==> src/rtl/core/priority_ready_queue_scheduler_defines.svh <==
// Assertion macros for the scheduler RTL.
`ifndef PRIORITY_READY_QUEUE_SCHEDULER_DEFINES_SVH
`define PRIORITY_READY_QUEUE_SCHEDULER_DEFINES_SVH

`ifndef ASSERT_OFF

// Checks that the consequent holds in the same cycle as the antecedent.
`define PRQS_ASSERT_SAME(label, clk, rst_n, ante, cons) \
    label: assert property (@(posedge clk) disable iff (!rst_n) (ante) |-> (cons)) \
        else $error("scheduler assertion failed");

// Checks that the consequent holds in the cycle after the antecedent.
`define PRQS_ASSERT_NEXT(label, clk, rst_n, ante, cons) \
    label: assert property (@(posedge clk) disable iff (!rst_n) (ante) |=> (cons)) \
        else $error("scheduler assertion failed");

`else

`define PRQS_ASSERT_SAME(label, clk, rst_n, ante, cons)
`define PRQS_ASSERT_NEXT(label, clk, rst_n, ante, cons)

`endif

`endif

==> src/rtl/core/prqs_pkg.sv <==
// Types, constants and helper functions of the priority ready-queue scheduler.
`default_nettype none

package prqs_pkg;

    localparam int NUM_THREADS = 32;
    localparam int NUM_LEVELS  = 32;
    localparam int THR_W       = $clog2(NUM_THREADS);
    localparam int LVL_W       = $clog2(NUM_LEVELS);

    localparam logic [4:0] Q_BASE   = 5'd6;
    localparam logic [4:0] Q_MIN    = 5'd2;
    localparam logic [4:0] RT_LEVEL = 5'd16;
    localparam logic [3:0] QMAX_RESET = 4'd12;

    // Configuration register indexes.
    localparam logic CFG_IDLE_THREAD = 1'b0;
    localparam logic CFG_QUANTUM_MAX = 1'b1;

    typedef enum logic [1:0] {
        CMD_INS_TAIL = 2'd0,
        CMD_INS_HEAD = 2'd1,
        CMD_REMOVE   = 2'd2,
        CMD_SELECT   = 2'd3
    } t_cmd;

    typedef enum logic [1:0] {
        ST_OK       = 2'd0,
        ST_QUEUED   = 2'd1,
        ST_UNQUEUED = 2'd2
    } t_status;

    typedef enum logic [3:0] {
        S_IDLE,
        S_START,
        S_THR,
        S_SEL_LVL,
        S_SEL_THR,
        S_RM_LVL,
        S_RM_FIX,
        S_INS_LVL,
        S_INS_FIX
    } t_state;

    typedef struct packed {
        t_cmd       command;
        logic [4:0] thread_id;
        logic [4:0] priority_req;
    } t_in_item;

    typedef struct packed {
        logic [4:0] out_thread;
        logic [4:0] out_level;
        logic [3:0] quantum;
        logic       went_idle;
        logic       preempt;
        t_status    status;
    } t_out_item;

    typedef struct packed {
        logic [4:0] idle_thread;
        logic [3:0] quantum_max;
    } t_cfg;

    // One entry of the level table.
    typedef struct packed {
        logic [THR_W-1:0] head;
        logic [THR_W-1:0] tail;
    } t_lvl_ent;

    // One entry of the thread table.
    typedef struct packed {
        logic [THR_W-1:0] next;
        logic [THR_W-1:0] prev;
        logic [LVL_W-1:0] lvl;
    } t_thr_ent;

    localparam t_lvl_ent LVL_M_HEAD = '{head: '1, tail: '0};
    localparam t_lvl_ent LVL_M_TAIL = '{head: '0, tail: '1};
    localparam t_lvl_ent LVL_M_ALL  = '{head: '1, tail: '1};
    localparam t_thr_ent THR_M_NEXT = '{next: '1, prev: '0, lvl: '0};
    localparam t_thr_ent THR_M_PREV = '{next: '0, prev: '1, lvl: '0};
    localparam t_thr_ent THR_M_LVL  = '{next: '0, prev: '0, lvl: '1};

    typedef struct packed {
        logic             rd_en;
        logic [LVL_W-1:0] rd_addr;
        logic             wr_en;
        logic [LVL_W-1:0] wr_addr;
        t_lvl_ent         wr_data;
        t_lvl_ent         wr_mask;
    } t_lvl_req;

    typedef struct packed {
        logic             rd_en;
        logic [THR_W-1:0] rd_addr;
        logic             wr_en;
        logic [THR_W-1:0] wr_addr;
        t_thr_ent         wr_data;
        t_thr_ent         wr_mask;
    } t_thr_req;

    function automatic logic [3:0] calc_quantum(input logic [4:0] level,
                                                input logic [3:0] qmax);
        logic [4:0] q;
        logic [4:0] dec;
        dec = '0;
        if (level >= RT_LEVEL) begin
            q = Q_BASE + ((level - RT_LEVEL) >> 1);
        end else begin
            dec = (RT_LEVEL - level) >> 2;
            q = (dec >= Q_BASE) ? 5'd0 : Q_BASE - dec;
        end
        // The lower bound is tested first, so a tiny quantum_max still wins above it.
        if (q < Q_MIN) begin
            q = Q_MIN;
        end else if (q > {1'b0, qmax}) begin
            q = {1'b0, qmax};
        end
        return q[3:0];
    endfunction

    function automatic logic [LVL_W-1:0] sat_level(input logic [4:0] p);
        if (32'(p) >= NUM_LEVELS) begin
            return LVL_W'(NUM_LEVELS - 1);
        end
        return LVL_W'(p);
    endfunction

    function automatic logic thread_ok(input logic [4:0] t);
        return 32'(t) < NUM_THREADS;
    endfunction

    // Index of the highest set bit; zero for an empty map.
    function automatic logic [LVL_W-1:0] top_level(input logic [NUM_LEVELS-1:0] bm);
        logic [LVL_W-1:0] r;
        r = '0;
        for (int i = 0; i < NUM_LEVELS; i++) begin
            if (bm[i]) begin
                r = LVL_W'(i);
            end
        end
        return r;
    endfunction

endpackage

`default_nettype wire

==> src/rtl/core/priority_ready_queue_scheduler.sv <==
// Priority ready-queue scheduler: a sequencer over a level table and a thread table, with
// the result held in an output register and two configuration registers.
// Each beat on the input channel is one command (insert at tail, insert at head, remove,
// select next) and yields exactly one result beat. Items are handled one at a time: a
// command holds the input closed from its acceptance until its chain of dependent reads
// and writes on the level and thread tables is done, shortest for select with every level
// empty and longest for insert into a non-empty level or removal from the middle of a list;
// each table is a RAM with one write and one registered read port.
// A result waiting in the output register delays only the next command's first step.
// Ready levels and queued threads are tracked in flip-flops, so there is no clearing pass
// after reset. Configuration may be written whenever no command is in flight.
`default_nettype none

`include "priority_ready_queue_scheduler_defines.svh"

module priority_ready_queue_scheduler
    import prqs_pkg::*;
(
    input  wire logic      i_clk,
    input  wire logic      i_rst_n,
    input  wire logic      i_in_valid,
    output logic           o_in_stall,
    input  wire t_in_item  i_in_data,
    output logic           o_out_valid,
    input  wire logic      i_out_stall,
    output t_out_item      o_out_data,
    input  wire logic      i_cfg_we,
    input  wire logic      i_cfg_index,
    input  wire logic [4:0] i_cfg_data
);

    t_cfg       r_cfg;
    logic       r_out_valid;
    t_out_item  r_out_data;

    logic       w_out_free;
    logic       w_res_load;
    t_out_item  w_res;
    t_lvl_req   w_lvl_req;
    t_lvl_ent   w_lvl_rd;
    t_thr_req   w_thr_req;
    t_thr_ent   w_thr_rd;

    always_ff @(posedge i_clk) begin
        if (!i_rst_n) begin
            r_cfg.idle_thread <= '0;
            r_cfg.quantum_max <= QMAX_RESET;
        end else if (i_cfg_we) begin
            unique case (i_cfg_index)
                CFG_IDLE_THREAD: r_cfg.idle_thread <= i_cfg_data;
                CFG_QUANTUM_MAX: r_cfg.quantum_max <= i_cfg_data[3:0];
            endcase
        end
    end

    assign w_out_free = !r_out_valid || !i_out_stall;

    always_ff @(posedge i_clk) begin
        if (!i_rst_n) begin
            r_out_valid <= 1'b0;
        end else if (w_res_load) begin
            r_out_valid <= 1'b1;
        end else if (!i_out_stall) begin
            r_out_valid <= 1'b0;
        end
    end

    always_ff @(posedge i_clk) begin
        if (w_res_load) begin
            r_out_data <= w_res;
        end
    end

    assign o_out_valid = r_out_valid;
    assign o_out_data  = r_out_data;

    prqs_ctrl u_ctrl (
        .i_clk      (i_clk),
        .i_rst_n    (i_rst_n),
        .i_in_valid (i_in_valid),
        .o_in_stall (o_in_stall),
        .i_in_data  (i_in_data),
        .i_cfg      (r_cfg),
        .i_out_free (w_out_free),
        .o_res_load (w_res_load),
        .o_res      (w_res),
        .o_lvl_req  (w_lvl_req),
        .i_lvl_rd   (w_lvl_rd),
        .o_thr_req  (w_thr_req),
        .i_thr_rd   (w_thr_rd)
    );

    prqs_ram #(
        .WIDTH ($bits(t_lvl_ent)),
        .DEPTH (NUM_LEVELS)
    ) u_lvl_ram (
        .i_clk     (i_clk),
        .i_wr_en   (w_lvl_req.wr_en),
        .i_wr_addr (w_lvl_req.wr_addr),
        .i_wr_data (w_lvl_req.wr_data),
        .i_wr_mask (w_lvl_req.wr_mask),
        .i_rd_en   (w_lvl_req.rd_en),
        .i_rd_addr (w_lvl_req.rd_addr),
        .o_rd_data (w_lvl_rd)
    );

    prqs_ram #(
        .WIDTH ($bits(t_thr_ent)),
        .DEPTH (NUM_THREADS)
    ) u_thr_ram (
        .i_clk     (i_clk),
        .i_wr_en   (w_thr_req.wr_en),
        .i_wr_addr (w_thr_req.wr_addr),
        .i_wr_data (w_thr_req.wr_data),
        .i_wr_mask (w_thr_req.wr_mask),
        .i_rd_en   (w_thr_req.rd_en),
        .i_rd_addr (w_thr_req.rd_addr),
        .o_rd_data (w_thr_rd)
    );

    // A result must never land on one that has not been taken yet.
    `PRQS_ASSERT_SAME(a_load_free, i_clk, i_rst_n, w_res_load, !r_out_valid || !i_out_stall)
    // Only one command is in flight: an accepted beat closes the input at once.
    `PRQS_ASSERT_NEXT(a_one_item, i_clk, i_rst_n, i_in_valid && !o_in_stall, o_in_stall)
    // No result appears while the sequencer is waiting for a command.
    `PRQS_ASSERT_SAME(a_no_stray_res, i_clk, i_rst_n, !o_in_stall, !w_res_load)

endmodule

`default_nettype wire

==> src/rtl/core/prqs_ram.sv <==
// Generic single-clock RAM with a bit-masked write port and a registered read port.
`default_nettype none

module prqs_ram #(
    parameter int WIDTH = 8,
    parameter int DEPTH = 32
) (
    input  wire logic                     i_clk,
    input  wire logic                     i_wr_en,
    input  wire logic [$clog2(DEPTH)-1:0] i_wr_addr,
    input  wire logic [WIDTH-1:0]         i_wr_data,
    input  wire logic [WIDTH-1:0]         i_wr_mask,
    input  wire logic                     i_rd_en,
    input  wire logic [$clog2(DEPTH)-1:0] i_rd_addr,
    output logic      [WIDTH-1:0]         o_rd_data
);

    logic [WIDTH-1:0] r_mem [DEPTH];
    logic [WIDTH-1:0] r_rd_data;

    always_ff @(posedge i_clk) begin
        if (i_wr_en) begin
            r_mem[i_wr_addr] <= (r_mem[i_wr_addr] & ~i_wr_mask) | (i_wr_data & i_wr_mask);
        end
        if (i_rd_en) begin
            r_rd_data <= r_mem[i_rd_addr];
        end
    end

    assign o_rd_data = r_rd_data;

endmodule

`default_nettype wire

==> src/rtl/core/prqs_ctrl.sv <==
// Command sequencer: ready bitmap, queued flags and the linked-list updates.
`default_nettype none

module prqs_ctrl
    import prqs_pkg::*;
(
    input  wire logic      i_clk,
    input  wire logic      i_rst_n,
    input  wire logic      i_in_valid,
    output logic           o_in_stall,
    input  wire t_in_item  i_in_data,
    input  wire t_cfg      i_cfg,
    input  wire logic      i_out_free,
    output logic           o_res_load,
    output t_out_item      o_res,
    output t_lvl_req       o_lvl_req,
    input  wire t_lvl_ent  i_lvl_rd,
    output t_thr_req       o_thr_req,
    input  wire t_thr_ent  i_thr_rd
);

    t_state                r_state, n_state;
    logic [NUM_LEVELS-1:0] r_bitmap, n_bitmap;
    logic [NUM_THREADS-1:0] r_queued, n_queued;
    logic [LVL_W-1:0]      r_run_level, n_run_level;
    logic                  r_run_valid, n_run_valid;

    t_in_item              r_item;
    logic [LVL_W-1:0]      r_lv, n_lv;
    logic [THR_W-1:0]      r_t, n_t;
    logic [THR_W-1:0]      r_nx, n_nx;
    logic [THR_W-1:0]      r_pv, n_pv;
    logic [THR_W-1:0]      r_other, n_other;
    t_lvl_ent              r_lvl_ent, n_lvl_ent;

    t_cmd                  w_cmd;
    logic [THR_W-1:0]      w_tid;
    logic [LVL_W-1:0]      w_prio;
    logic                  w_tid_ok;
    logic                  w_bm_empty;
    logic                  w_queued;
    logic                  w_bit_set;
    logic                  w_is_head;
    logic                  w_is_tail;
    logic                  w_preempt;

    assign w_cmd      = r_item.command;
    assign w_tid      = THR_W'(r_item.thread_id);
    assign w_prio     = sat_level(r_item.priority_req);
    assign w_tid_ok   = thread_ok(r_item.thread_id);
    assign w_bm_empty = (r_bitmap == '0);
    assign w_queued   = r_queued[w_tid];
    assign w_bit_set  = r_bitmap[w_prio];
    assign w_is_head  = (i_lvl_rd.head == r_t);
    assign w_is_tail  = (i_lvl_rd.tail == r_t);
    assign w_preempt  = r_run_valid && (w_prio > r_run_level);

    assign o_in_stall = (r_state != S_IDLE);

    always_comb begin
        n_state = r_state;
        unique case (r_state)
            S_IDLE: begin
                if (i_in_valid) begin
                    n_state = S_START;
                end
            end
            S_START: begin
                // Wait for a free output register so that the result never overwrites one.
                if (i_out_free) begin
                    priority if (w_cmd == CMD_SELECT) begin
                        n_state = w_bm_empty ? S_IDLE : S_SEL_LVL;
                    end else if (!w_tid_ok) begin
                        n_state = S_IDLE;
                    end else begin
                        n_state = S_THR;
                    end
                end
            end
            S_SEL_LVL: n_state = S_SEL_THR;
            S_SEL_THR: n_state = S_IDLE;
            S_THR: begin
                if (w_cmd == CMD_REMOVE) begin
                    n_state = w_queued ? S_RM_LVL : S_IDLE;
                end else begin
                    n_state = (w_queued || !w_bit_set) ? S_IDLE : S_INS_LVL;
                end
            end
            S_RM_LVL:  n_state = (!w_is_head && !w_is_tail) ? S_RM_FIX : S_IDLE;
            S_RM_FIX:  n_state = S_IDLE;
            S_INS_LVL: n_state = S_INS_FIX;
            S_INS_FIX: n_state = S_IDLE;
            default:   n_state = S_IDLE;
        endcase
    end

    always_comb begin
        o_lvl_req   = '0;
        o_thr_req   = '0;
        o_res_load  = 1'b0;
        o_res       = '0;
        n_bitmap    = r_bitmap;
        n_queued    = r_queued;
        n_run_level = r_run_level;
        n_run_valid = r_run_valid;
        n_lv        = r_lv;
        n_t         = r_t;
        n_nx        = r_nx;
        n_pv        = r_pv;
        n_other     = r_other;
        n_lvl_ent   = r_lvl_ent;

        unique case (r_state)
            S_START: begin
                if (i_out_free) begin
                    priority if (w_cmd == CMD_SELECT) begin
                        if (w_bm_empty) begin
                            o_res_load        = 1'b1;
                            o_res.out_thread  = i_cfg.idle_thread;
                            o_res.quantum     = calc_quantum(5'd0, i_cfg.quantum_max);
                            o_res.went_idle   = 1'b1;
                            n_run_level       = '0;
                            n_run_valid       = 1'b1;
                        end else begin
                            n_lv              = top_level(r_bitmap);
                            o_lvl_req.rd_en   = 1'b1;
                            o_lvl_req.rd_addr = top_level(r_bitmap);
                        end
                    end else if (!w_tid_ok) begin
                        o_res_load       = 1'b1;
                        o_res.out_thread = r_item.thread_id;
                        o_res.status     = ST_UNQUEUED;
                    end else begin
                        o_thr_req.rd_en   = 1'b1;
                        o_thr_req.rd_addr = w_tid;
                    end
                end
            end
            S_SEL_LVL: begin
                n_t               = i_lvl_rd.head;
                n_lvl_ent         = i_lvl_rd;
                o_thr_req.rd_en   = 1'b1;
                o_thr_req.rd_addr = i_lvl_rd.head;
            end
            S_SEL_THR: begin
                // The selected thread is the head, so only the level entry can change.
                if (r_lvl_ent.tail == r_t) begin
                    n_bitmap[r_lv] = 1'b0;
                end else begin
                    o_lvl_req.wr_en        = 1'b1;
                    o_lvl_req.wr_addr      = r_lv;
                    o_lvl_req.wr_data.head = i_thr_rd.next;
                    o_lvl_req.wr_mask      = LVL_M_HEAD;
                end
                n_queued[r_t]    = 1'b0;
                n_run_level      = r_lv;
                n_run_valid      = 1'b1;
                o_res_load       = 1'b1;
                o_res.out_thread = 5'(r_t);
                o_res.out_level  = 5'(r_lv);
                o_res.quantum    = calc_quantum(5'(r_lv), i_cfg.quantum_max);
            end
            S_THR: begin
                if (w_cmd == CMD_REMOVE) begin
                    if (!w_queued) begin
                        o_res_load       = 1'b1;
                        o_res.out_thread = r_item.thread_id;
                        o_res.status     = ST_UNQUEUED;
                    end else begin
                        n_lv              = i_thr_rd.lvl;
                        n_t               = w_tid;
                        n_nx              = i_thr_rd.next;
                        n_pv              = i_thr_rd.prev;
                        o_lvl_req.rd_en   = 1'b1;
                        o_lvl_req.rd_addr = i_thr_rd.lvl;
                    end
                end else if (w_queued) begin
                    o_res_load       = 1'b1;
                    o_res.out_thread = r_item.thread_id;
                    o_res.out_level  = 5'(i_thr_rd.lvl);
                    o_res.quantum    = calc_quantum(5'(i_thr_rd.lvl), i_cfg.quantum_max);
                    o_res.status     = ST_QUEUED;
                end else if (!w_bit_set) begin
                    // First thread of an empty level: head and tail both point at it.
                    o_lvl_req.wr_en        = 1'b1;
                    o_lvl_req.wr_addr      = w_prio;
                    o_lvl_req.wr_data.head = w_tid;
                    o_lvl_req.wr_data.tail = w_tid;
                    o_lvl_req.wr_mask      = LVL_M_ALL;
                    o_thr_req.wr_en        = 1'b1;
                    o_thr_req.wr_addr      = w_tid;
                    o_thr_req.wr_data.lvl  = w_prio;
                    o_thr_req.wr_mask      = THR_M_LVL;
                    n_bitmap[w_prio]       = 1'b1;
                    n_queued[w_tid]        = 1'b1;
                    o_res_load             = 1'b1;
                    o_res.out_thread       = r_item.thread_id;
                    o_res.out_level        = 5'(w_prio);
                    o_res.quantum          = calc_quantum(5'(w_prio), i_cfg.quantum_max);
                    o_res.preempt          = w_preempt;
                end else begin
                    o_lvl_req.rd_en   = 1'b1;
                    o_lvl_req.rd_addr = w_prio;
                end
            end
            S_RM_LVL: begin
                n_queued[r_t]    = 1'b0;
                o_res_load       = 1'b1;
                o_res.out_thread = 5'(r_t);
                o_res.out_level  = 5'(r_lv);
                o_res.quantum    = calc_quantum(5'(r_lv), i_cfg.quantum_max);
                priority if (w_is_head && w_is_tail) begin
                    n_bitmap[r_lv] = 1'b0;
                end else if (w_is_head) begin
                    o_lvl_req.wr_en        = 1'b1;
                    o_lvl_req.wr_addr      = r_lv;
                    o_lvl_req.wr_data.head = r_nx;
                    o_lvl_req.wr_mask      = LVL_M_HEAD;
                end else if (w_is_tail) begin
                    o_lvl_req.wr_en        = 1'b1;
                    o_lvl_req.wr_addr      = r_lv;
                    o_lvl_req.wr_data.tail = r_pv;
                    o_lvl_req.wr_mask      = LVL_M_TAIL;
                end else begin
                    // Middle of the list: bridge the neighbors, next link here and prev link in S_RM_FIX.
                    o_thr_req.wr_en        = 1'b1;
                    o_thr_req.wr_addr      = r_pv;
                    o_thr_req.wr_data.next = r_nx;
                    o_thr_req.wr_mask      = THR_M_NEXT;
                end
            end
            S_RM_FIX: begin
                o_thr_req.wr_en        = 1'b1;
                o_thr_req.wr_addr      = r_nx;
                o_thr_req.wr_data.prev = r_pv;
                o_thr_req.wr_mask      = THR_M_PREV;
            end
            S_INS_LVL: begin
                o_thr_req.wr_en       = 1'b1;
                o_thr_req.wr_addr     = w_tid;
                o_thr_req.wr_data.lvl = w_prio;
                o_lvl_req.wr_en       = 1'b1;
                o_lvl_req.wr_addr     = w_prio;
                if (w_cmd == CMD_INS_HEAD) begin
                    o_thr_req.wr_data.next = i_lvl_rd.head;
                    o_thr_req.wr_mask      = THR_M_NEXT | THR_M_LVL;
                    o_lvl_req.wr_data.head = w_tid;
                    o_lvl_req.wr_mask      = LVL_M_HEAD;
                    n_other                = i_lvl_rd.head;
                end else begin
                    o_thr_req.wr_data.prev = i_lvl_rd.tail;
                    o_thr_req.wr_mask      = THR_M_PREV | THR_M_LVL;
                    o_lvl_req.wr_data.tail = w_tid;
                    o_lvl_req.wr_mask      = LVL_M_TAIL;
                    n_other                = i_lvl_rd.tail;
                end
                n_bitmap[w_prio] = 1'b1;
                n_queued[w_tid]  = 1'b1;
                o_res_load       = 1'b1;
                o_res.out_thread = r_item.thread_id;
                o_res.out_level  = 5'(w_prio);
                o_res.quantum    = calc_quantum(5'(w_prio), i_cfg.quantum_max);
                o_res.preempt    = w_preempt;
            end
            S_INS_FIX: begin
                o_thr_req.wr_en   = 1'b1;
                o_thr_req.wr_addr = r_other;
                if (w_cmd == CMD_INS_HEAD) begin
                    o_thr_req.wr_data.prev = w_tid;
                    o_thr_req.wr_mask      = THR_M_PREV;
                end else begin
                    o_thr_req.wr_data.next = w_tid;
                    o_thr_req.wr_mask      = THR_M_NEXT;
                end
            end
            default: begin
            end
        endcase
    end

    always_ff @(posedge i_clk) begin
        if (!i_rst_n) begin
            r_state     <= S_IDLE;
            r_bitmap    <= '0;
            r_queued    <= '0;
            r_run_level <= '0;
            r_run_valid <= 1'b0;
        end else begin
            r_state     <= n_state;
            r_bitmap    <= n_bitmap;
            r_queued    <= n_queued;
            r_run_level <= n_run_level;
            r_run_valid <= n_run_valid;
        end
    end

    always_ff @(posedge i_clk) begin
        if (i_in_valid && !o_in_stall) begin
            r_item <= i_in_data;
        end
        r_lv      <= n_lv;
        r_t       <= n_t;
        r_nx      <= n_nx;
        r_pv      <= n_pv;
        r_other   <= n_other;
        r_lvl_ent <= n_lvl_ent;
    end

endmodule

`default_nettype wire

==> config.mk <==
export PLATFORM = sky130hd
export DESIGN_NAME = priority_ready_queue_scheduler
export DESIGN_NICKNAME = d
export VERILOG_FILES = /design/src/rtl/core/prqs_pkg.sv /design/src/rtl/core/priority_ready_queue_scheduler.sv /design/src/rtl/core/prqs_ram.sv /design/src/rtl/core/prqs_ctrl.sv
export VERILOG_INCLUDE_DIRS = /design/src /design/src/rtl/core
export SDC_FILE = /design/constraint.sdc
export NUM_CORES = 2
export LEC_CHECK = 0
export BUFFER_PORTS_ARGS = -buffer_cell sky130_fd_sc_hd__buf_2
export CORE_ASPECT_RATIO = 1.5
export CORE_MARGIN = 2
export CORE_UTILIZATION = 45
export CTS_CLUSTER_SIZE = 12
export DETAILED_ROUTE_END_ITERATION = 6
export PLACE_DENSITY_LB_ADDON = 0.08
export SLEW_MARGIN = 20
export SYNTH_ARGS = -nofsm -noshare
export SYNTH_HDL_FRONTEND = slang
export SYNTH_SLANG_ARGS = --single-unit
export TNS_END_PERCENT = 100
==> constraint.sdc <==
create_clock -name i_clk -period 9.4 [get_ports i_clk]
set_input_delay 1.88 -clock i_clk [delete_from_list [all_inputs] [get_ports i_clk]]
set_output_delay 1.88 -clock i_clk [all_outputs]
set_load 0.02 [all_outputs]
Word level (Yosys, flattened, before mapping)
Memory sizes are Yosys's and may differ from the RTL's. A register that Yosys moved wholly into a read port is not among the register bits.
Index checks and enable logic that the tools add are counted.
{ "word_totals": {"elab_cells": 338, "latch_bits": 0, "mem_count": 2, "romBits": 0, "in_bits": 23, "ff_bits": 144, "output_inout_bits": 20, "ram_bits": 800} }
{ "op_classes": {"order_cmp": 27, "n_mux": 196, "shifts": 0, "n_bitwise": 15, "n_addsub": 12, "n_eq_ne": 27, "reduce_logical": 36, "n_div": 0, "mul": 0} }
{ "memory_table": {"columns": ["name", "depth", "word_bits", "read_ports", "rd_ports_with_merged_regs", "wr", "line", "text"], "rows": [
  ["u_thr_ram.r_mem", 32, 15, 2, 1, 1, "prqs_ram.sv:18", "logic [WIDTH-1:0] r_mem [DEPTH];"],
  ["u_lvl_ram.r_mem", 32, 10, 2, 1, 1, "prqs_ram.sv:18", null]
]} }
{ "ops": {"columns": ["operator", "count"], "rows": [
  ["$mux 5", 61],
  ["$mux 32", 9],
  ["$pmux 32 s4", 1],
  ["$mux 4", 24],
  ["$pmux 32 s3", 1],
  ["$mux 15", 6],
  ["$mux 26", 3],
  ["$mux 6", 13],
  ["$pmux 15 s5", 1],
  ["$and 32x32->32", 2],
  ["$not 32->32", 2],
  ["$or 32x32->32", 2],
  ["$mux 20", 3],
  ["$pmux 5 s3", 4],
  ["$mux 11", 4],
  ["$pmux 11 s4", 1],
  ["$pmux 10 s4", 1],
  ["$pmux 5 s2", 4],
  ["$logic_not 32->1", 1],
  ["$and 15x15->15", 2],
  ["$gt 5x4->1", 6],
  ["$lt 5x2->1 const B", 6],
  ["$mux 10", 3],
  ["$pmux 6 s5", 1],
  ["50 further kinds", 152]
]} }

Longest topological paths before layout
{ "depth": {"ltp_word": 35, "ltp_mapped": 21, "depth_no_buf": 20} }

Cells and area by module
From an unflattened synthesis, not the netlist that was laid out.
{ "unflattened": {"cells_unflattened": 2923, "area_unflattened_um2": 47139.0} }
{ "by_module_without_submodules": {"columns": ["module", "n_inst", "cells_each", "seq_area_each_um2", "area_each_um2"], "rows": [
  ["prqs_ram (u_thr_ram)", 1, 1142, 14864.3, 22853.2],
  ["prqs_ram (u_lvl_ram)", 1, 751, 9909.5, 15209.6],
  ["prqs_ctrl", 1, 969, 2742.6, 8115.3],
  ["priority_ready_queue_scheduler", 1, 61, 740.7, 960.9]
]} }

Worst setup path after synthesis
Ideal clock, no wire load.
{ "synth_timing": {"path_kind": "reg2reg", "from": "register u_ctrl.r_t[1]", "to": "memory u_thr_ram.r_mem[0][14] (netlist name) (data pin)", "setup_ns": 0.473, "n_path_buf": 4, "setup_slack_ns": 4.120, "required_time_ns": 8.927, "period_less_slack_ns": 5.280, "stages_incl_launch_ff": 20, "arrival_ns": 4.806, "cell_sequence": "edfxtp_1 > buf_2 > xor2_1 > nor3_1 > nand3_1 > inv_1 > ha_1 > nor2b_1 > nand2_1 > nor3_1 > buf_2 > a221o_1 > a31oi_1 > clkbuf_1 > buf_2 > nand2_1 > nand3_1 > a21oi_1 > o21a_1 > o32ai_1"} }
{ "synth_via": {"elab_chain_len": 8, "elab_cells_between_ends": 17, "classes_between": "eq/ne: 2; mux: 9; bitwise: 4; reduce/logical: 1; memory: 1"} }
{ "synth_rtl": {"columns": ["item", "line", "text"], "rows": [
  ["from (decl)", "prqs_ctrl.sv:30", "logic [THR_W-1:0] r_t, n_t;"],
  ["from (signal assigned)", "prqs_ctrl.sv:302", "r_t <= n_t;"],
  ["$eq 5x5->1", "prqs_ctrl.sv:55", "assign w_is_tail = (i_lvl_rd.tail == r_t);"],
  ["$mux 11 / $mux 15 (equally long branches)", "prqs_ctrl.sv:219", "end else if (w_is_tail) begin"],
  ["$mux 11 / $mux 15 (equally long branches)", "prqs_ctrl.sv:214", "end else if (w_is_head) begin"],
  ["$mux 11 / $mux 15 (equally long branches)", "prqs_ctrl.sv:212", "priority if (w_is_head && w_is_tail) begin"],
  ["$pmux 6 s5 / $pmux 15 s5 (equally long branches)", "prqs_ctrl.sv:113", "unique case (r_state)"],
  ["$mem_v2 32x15 / $not 15->15 (equally long branches)", null, null],
  ["$and 15x15->15", "prqs_ram.sv:23", "r_mem[i_wr_addr] <= (r_mem[i_wr_addr] & ~i_wr_mask) | (i_wr_data & i_wr_mask);"],
  ["$or 15x15->15 *", "prqs_ram.sv:23", null],
  ["to (decl)", "prqs_ram.sv:18", null]
]} }
Every way passes the cells marked *; elsewhere a longest branch is shown, timed or not.

Final worst setup path
{ "layout_timing": {"from": "register u_ctrl.r_item (netlist bit u_ctrl.w_prio[2])", "to": "memory u_lvl_ram.r_mem[9][8] (netlist name) (data pin)"} }
{ "layout_via": {"elab_chain_len": 9, "elab_cells_between_ends": 12, "classes_between": "mux: 7; bitwise: 4; memory: 1"} }
{ "layout_rtl": {"columns": ["item", "line", "text"], "rows": [
  ["from (decl)", "prqs_ctrl.sv:28", "t_in_item r_item;"],
  ["from (signal assigned)", "prqs_ctrl.sv:299", "r_item <= i_in_data;"],
  ["$bmux 1 s5", "prqs_ctrl.sv:53", "assign w_bit_set = r_bitmap[w_prio];"],
  ["$mux 1 (not written as such)", "prqs_ctrl.sv:53", null],
  ["$mux 26", "prqs_ctrl.sv:183", "end else if (!w_bit_set) begin"],
  ["$mux 32", "prqs_ctrl.sv:177", "end else if (w_queued) begin"],
  ["$mux 26", "prqs_ctrl.sv:164", "if (w_cmd == CMD_REMOVE) begin"],
  ["$pmux 11 s4 / $pmux 10 s4 (equally long branches)", "prqs_ctrl.sv:113", null],
  ["$mem_v2 32x10 / $not 10->10 (equally long branches)", null, null],
  ["$and 10x10->10", "prqs_ram.sv:23", null],
  ["$or 10x10->10 *", "prqs_ram.sv:23", null],
  ["to (decl)", "prqs_ram.sv:18", null]
]} }
Every way passes the cells marked *; elsewhere a longest branch is shown, timed or not. The select of a mux whose other input is x is not followed.

==> impl_metrics.tcl <==
set metrics [dict create \
    synth_top_family_by_area "simple AND/OR/NAND/NOR gates" \
    core_area_sq_um 108000 \
    die_x_um 274 \
    leakagePower_nw 18.1 \
    cap_violations 0 \
    rsz0062_at_grt "no" \
    worst_slew_pin_slew_ps 1240 \
    drc 2 \
    synth_flop_cell "edfxtp_1" \
    cts_tree "yes" \
    holdCritPathClass "reg2reg" \
    finalSetupTns_ps 0 \
    synthSimpleGateAreaFrac_pct 15.2 \
    drt_pass1_iterations 7 \
    postCtsHoldBufs 0 \
    grt_pass1_wl_mm 275 \
    synth_edf_count 885 \
    fin_skew_ps 31.1 \
    area_growth_pct 10.9 \
    vias 39100 \
    cts_setup_buffers 0 \
    ys_ff_latch 969 \
    ctsHtreeMaxLevel 3 \
    synth_cell_types 91 \
    overflow 0 \
    power.density_nw_per_um2 172 \
    n_fill_cell 9707 \
    worst-path-max-fanout 36 \
    ctsResizeCount 0 \
    synth_top_area_share_pct 54.1 \
    dpl.hpwl_mm 128 \
    synth_compound_area_share_pct 13.4 \
    track_usage_pct 34.2 \
    synth_xor_area_share_pct 0.392 \
    clock_latency_ps 720 \
    post_drt_wl_per_cell_um 33.3 \
    slew_viol_final 0 \
    syn_area_sq_um 49100 \
    wirelength_mm 194 \
    syn_avg_cell_area_sq_um 11.3 \
    cts.clk_slew.worst_paths_ps 70 \
    synth_nets 4422 \
    rows 148 \
    final_cells 5838 \
    crit_required_ps 9840 \
    grt_pass1_vias 38200 \
    fp.dieH_um 409 \
    die_area_sq_um 112000 \
    outcome "finished with violations" \
    power.total_mw 9.38 \
    period_share_pct 67.5 \
    seq_area_sq_um 28300 \
    netlist_instances 4361 \
    drt_iter0_markers 4587 \
    setup_viol 0 \
    via_per_inst 6.69 \
    synth_top_area_cell "edfxtp_1" \
    slew_headroom_pct 17.0 \
    async_flop_share_pct 0 \
    ir_drop_uv 168 \
    nets 4413 \
    cp.arrival_ps 6780 \
    fmax_mhz 158 \
    synthAdderAreaFrac_pct 0.968 \
    netlist_top_cells_area "edfxtp_1, nand2_1, mux2i_1" \
    critical_path_class "reg2reg" \
    grt_start_max_net_pins 181 \
    ys_warn_count 0 \
    dpl_worst_slack_ps 3090 \
    cts-root-buf "clkbuf_16" \
    muxShareOfSynthArea_pct 9.28 \
    multi_input_comb_area_sq_um 19800 \
    startpoint_type "flop" \
    period_minus_slack_ps 6340 \
    yosysSeqAreaShare_pct 57.5 \
    place_congestion 0.965 \
    violations "design-rule violations" \
    ant_nets 0 \
    ioPinCount 43 \
    antenna_found_initial 1 \
    io_buffers 42 \
    cts.sink_count 969 \
    ctsLongestPathBuffers 3 \
    finalHoldViolCount 0 \
    dp_cells 5676 \
    finalWorstSetupSlack_ps 3060 \
    critPathCaptureType "flop" \
    start_util_pct 45.3 \
    cts_buffers 98 \
    drive_gt1_share_pct 13.2 \
]
[kinds of logic (layout without fill, tap and decap cells)]
| group | Yosys count | count (layout) |
|---|---|---|
| and+or+nand+nor | 1625 | 1625 |
| AOI/OAI and AO/OA | 985 | 985 |
| DFF | 969 | 969 |
| buffers and inverters | 375 | 426 |
| muxes | 347 | 347 |
| adders and majority gates | 38 | 38 |
| xor gates and xnor gates | 22 | 22 |
| other | 0 | 1 |
[state kept, by name, summed over array words and instances, names as in the netlist]
name                 cells
o_out_valid              1
u_thr_ram.r_mem        480
u_ctrl.r_pv              5
u_lvl_ram.r_mem        320
u_ctrl.r_queued         32
u_ctrl.r_run_level       5
u_ctrl.r_state           4
u_ctrl.r_nx              5
u_ctrl.r_other           5
u_ctrl.r_run_valid       1
u_ctrl.r_bitmap         32
u_thr_ram.o_rd_data     15
u_ctrl.w_prio            5
u_ctrl.w_tid             5
u_ctrl.r_lvl_ent         5
o_out_data              18
r_cfg                    9
u_lvl_ram.o_rd_data     10
u_ctrl.r_lv              5
u_ctrl.w_cmd             2
u_ctrl.r_t               5
[through the flow]
step	area [sq um]	utilization, %	hold WS, ps
4_1_cts	54400	50.2	430
6_report	54500	50.3	431
3_3_place_gp	51400	47.5	404
2_1_floorplan	49100	-	400
3_5_place_dp	51500	47.5	411
5_1_grt	54400	50.3	445
[layout by cell type (no fill, tap or decap), types with 21 or more instances in the layout]
master	Yosys	layout
mux2i_1	236	236
nor2_2	2	57
nor2b_1	30	29
buf_2	78	42
and3_1	85	85
nand4_1	34	34
dfxtp_1	84	84
inv_1	62	62
nor4_1	35	35
mux4_2	84	84
or3_1	131	131
o21ai_0	236	236
nand3_1	137	137
edfxtp_1	885	885
o211ai_1	65	65
a31oi_1	105	92
a21oi_1	160	156
a21boi_0	42	42
ha_1	38	38
a211oi_1	69	67
clkbuf_1	185	26
nand2b_1	21	21
a22oi_1	25	24
nand2_1	799	796
mux2_2	26	26
nor2_1	215	154
clkbuf_16	0	102
nor3_1	66	62
o22ai_1	67	67
buf_4	18	158
a32oi_1	27	27
[final timing paths]
kind / start / slack, ps / endpoint / depth (start not counted)
max: u_ctrl.w_prio[2] / 3060 / u_lvl_ram.r_mem[9][8] / 15
max reg2reg: u_ctrl.w_prio[2] / 3060 / u_lvl_ram.r_mem[9][8] / 15
min reg2reg: u_thr_ram.o_rd_data[9] / 430 / u_ctrl.r_pv[4] / 0
min: u_thr_ram.o_rd_data[9] / 430 / u_ctrl.r_pv[4] / 0
[area by class of cell]
class / count / share of cell area [%]
Antenna cell: 1 / 0.00460
Clock buffer: 133 / 4.99
Clock inverter: 27 / 0.446
Inverter: 64 / 0.441
Multi-Input combinational cell: 3017 / 36.3
Sequential cell: 969 / 51.9
Tap cell: 1425 / 3.27
Timing Repair Buffer: 202 / 2.63
[worst max-delay path, cell delays in order, from the launching register on]
cell and delay (ps):
edfxtp_1 660, buf_4 340, mux4_2 330, and2_0 170, o31ai_1 270, nand4_1 270, nor2_2 630, a211oi_4 120
buf_4 270, nor2_4 560, buf_4 620, mux2_2 410, a22o_1 240, a2111oi_0 510, a31oi_2 290, buf_4 290
[metal layers]
metal  global-route usage (%)  share of wire [%]
met1                     39.2                 35
met4                     24.2                8.3
met3                     5.92                8.4
met5                        0                  0
met2                     57.6                 49
[Yosys cell counts, types with 8 or more instances]
cell and n:
a22o_1 16, a211oi_1 69, o221ai_1 11, a22oi_1 25
xor2_1 13, a31oi_1 105, a21oi_1 160, a41oi_1 8
dfxtp_1 84, mux4_2 84, a221oi_1 12, nor2_1 215
nand2b_1 21, o21ai_0 236, xnor2_1 9, a2111oi_0 12
nor3b_1 13, o32ai_1 16, nor4_1 35, buf_4 18
inv_1 62, and2_1 11, nand2_1 799, ha_1 38
nor3_1 66, or3_1 131, clkbuf_1 185, nand3_1 137
buf_2 78, nor2b_1 30, edfxtp_1 885, o221a_2 9
a21boi_0 42, nand4_1 34, a32oi_1 27, o211ai_1 65
a222oi_1 13, buf_1 27, mux2i_1 236, or2_2 10
and3_1 85, o22ai_1 67, mux2_2 26, a311oi_1 15
[where the power goes]
group / internal [mW] / switching (mW) / total, mW / leakage [nW]
clock network: 2.09 / 1.70 / 3.79 / 1.44
logic: 0.211 / 0.556 / 0.767 / 7.97
registers: 4.79 / 0.0336 / 4.82 / 8.66
total: 7.09 / 2.29 / 9.38 / 18.1
Note: power is estimated with default switching activity, not from simulation.
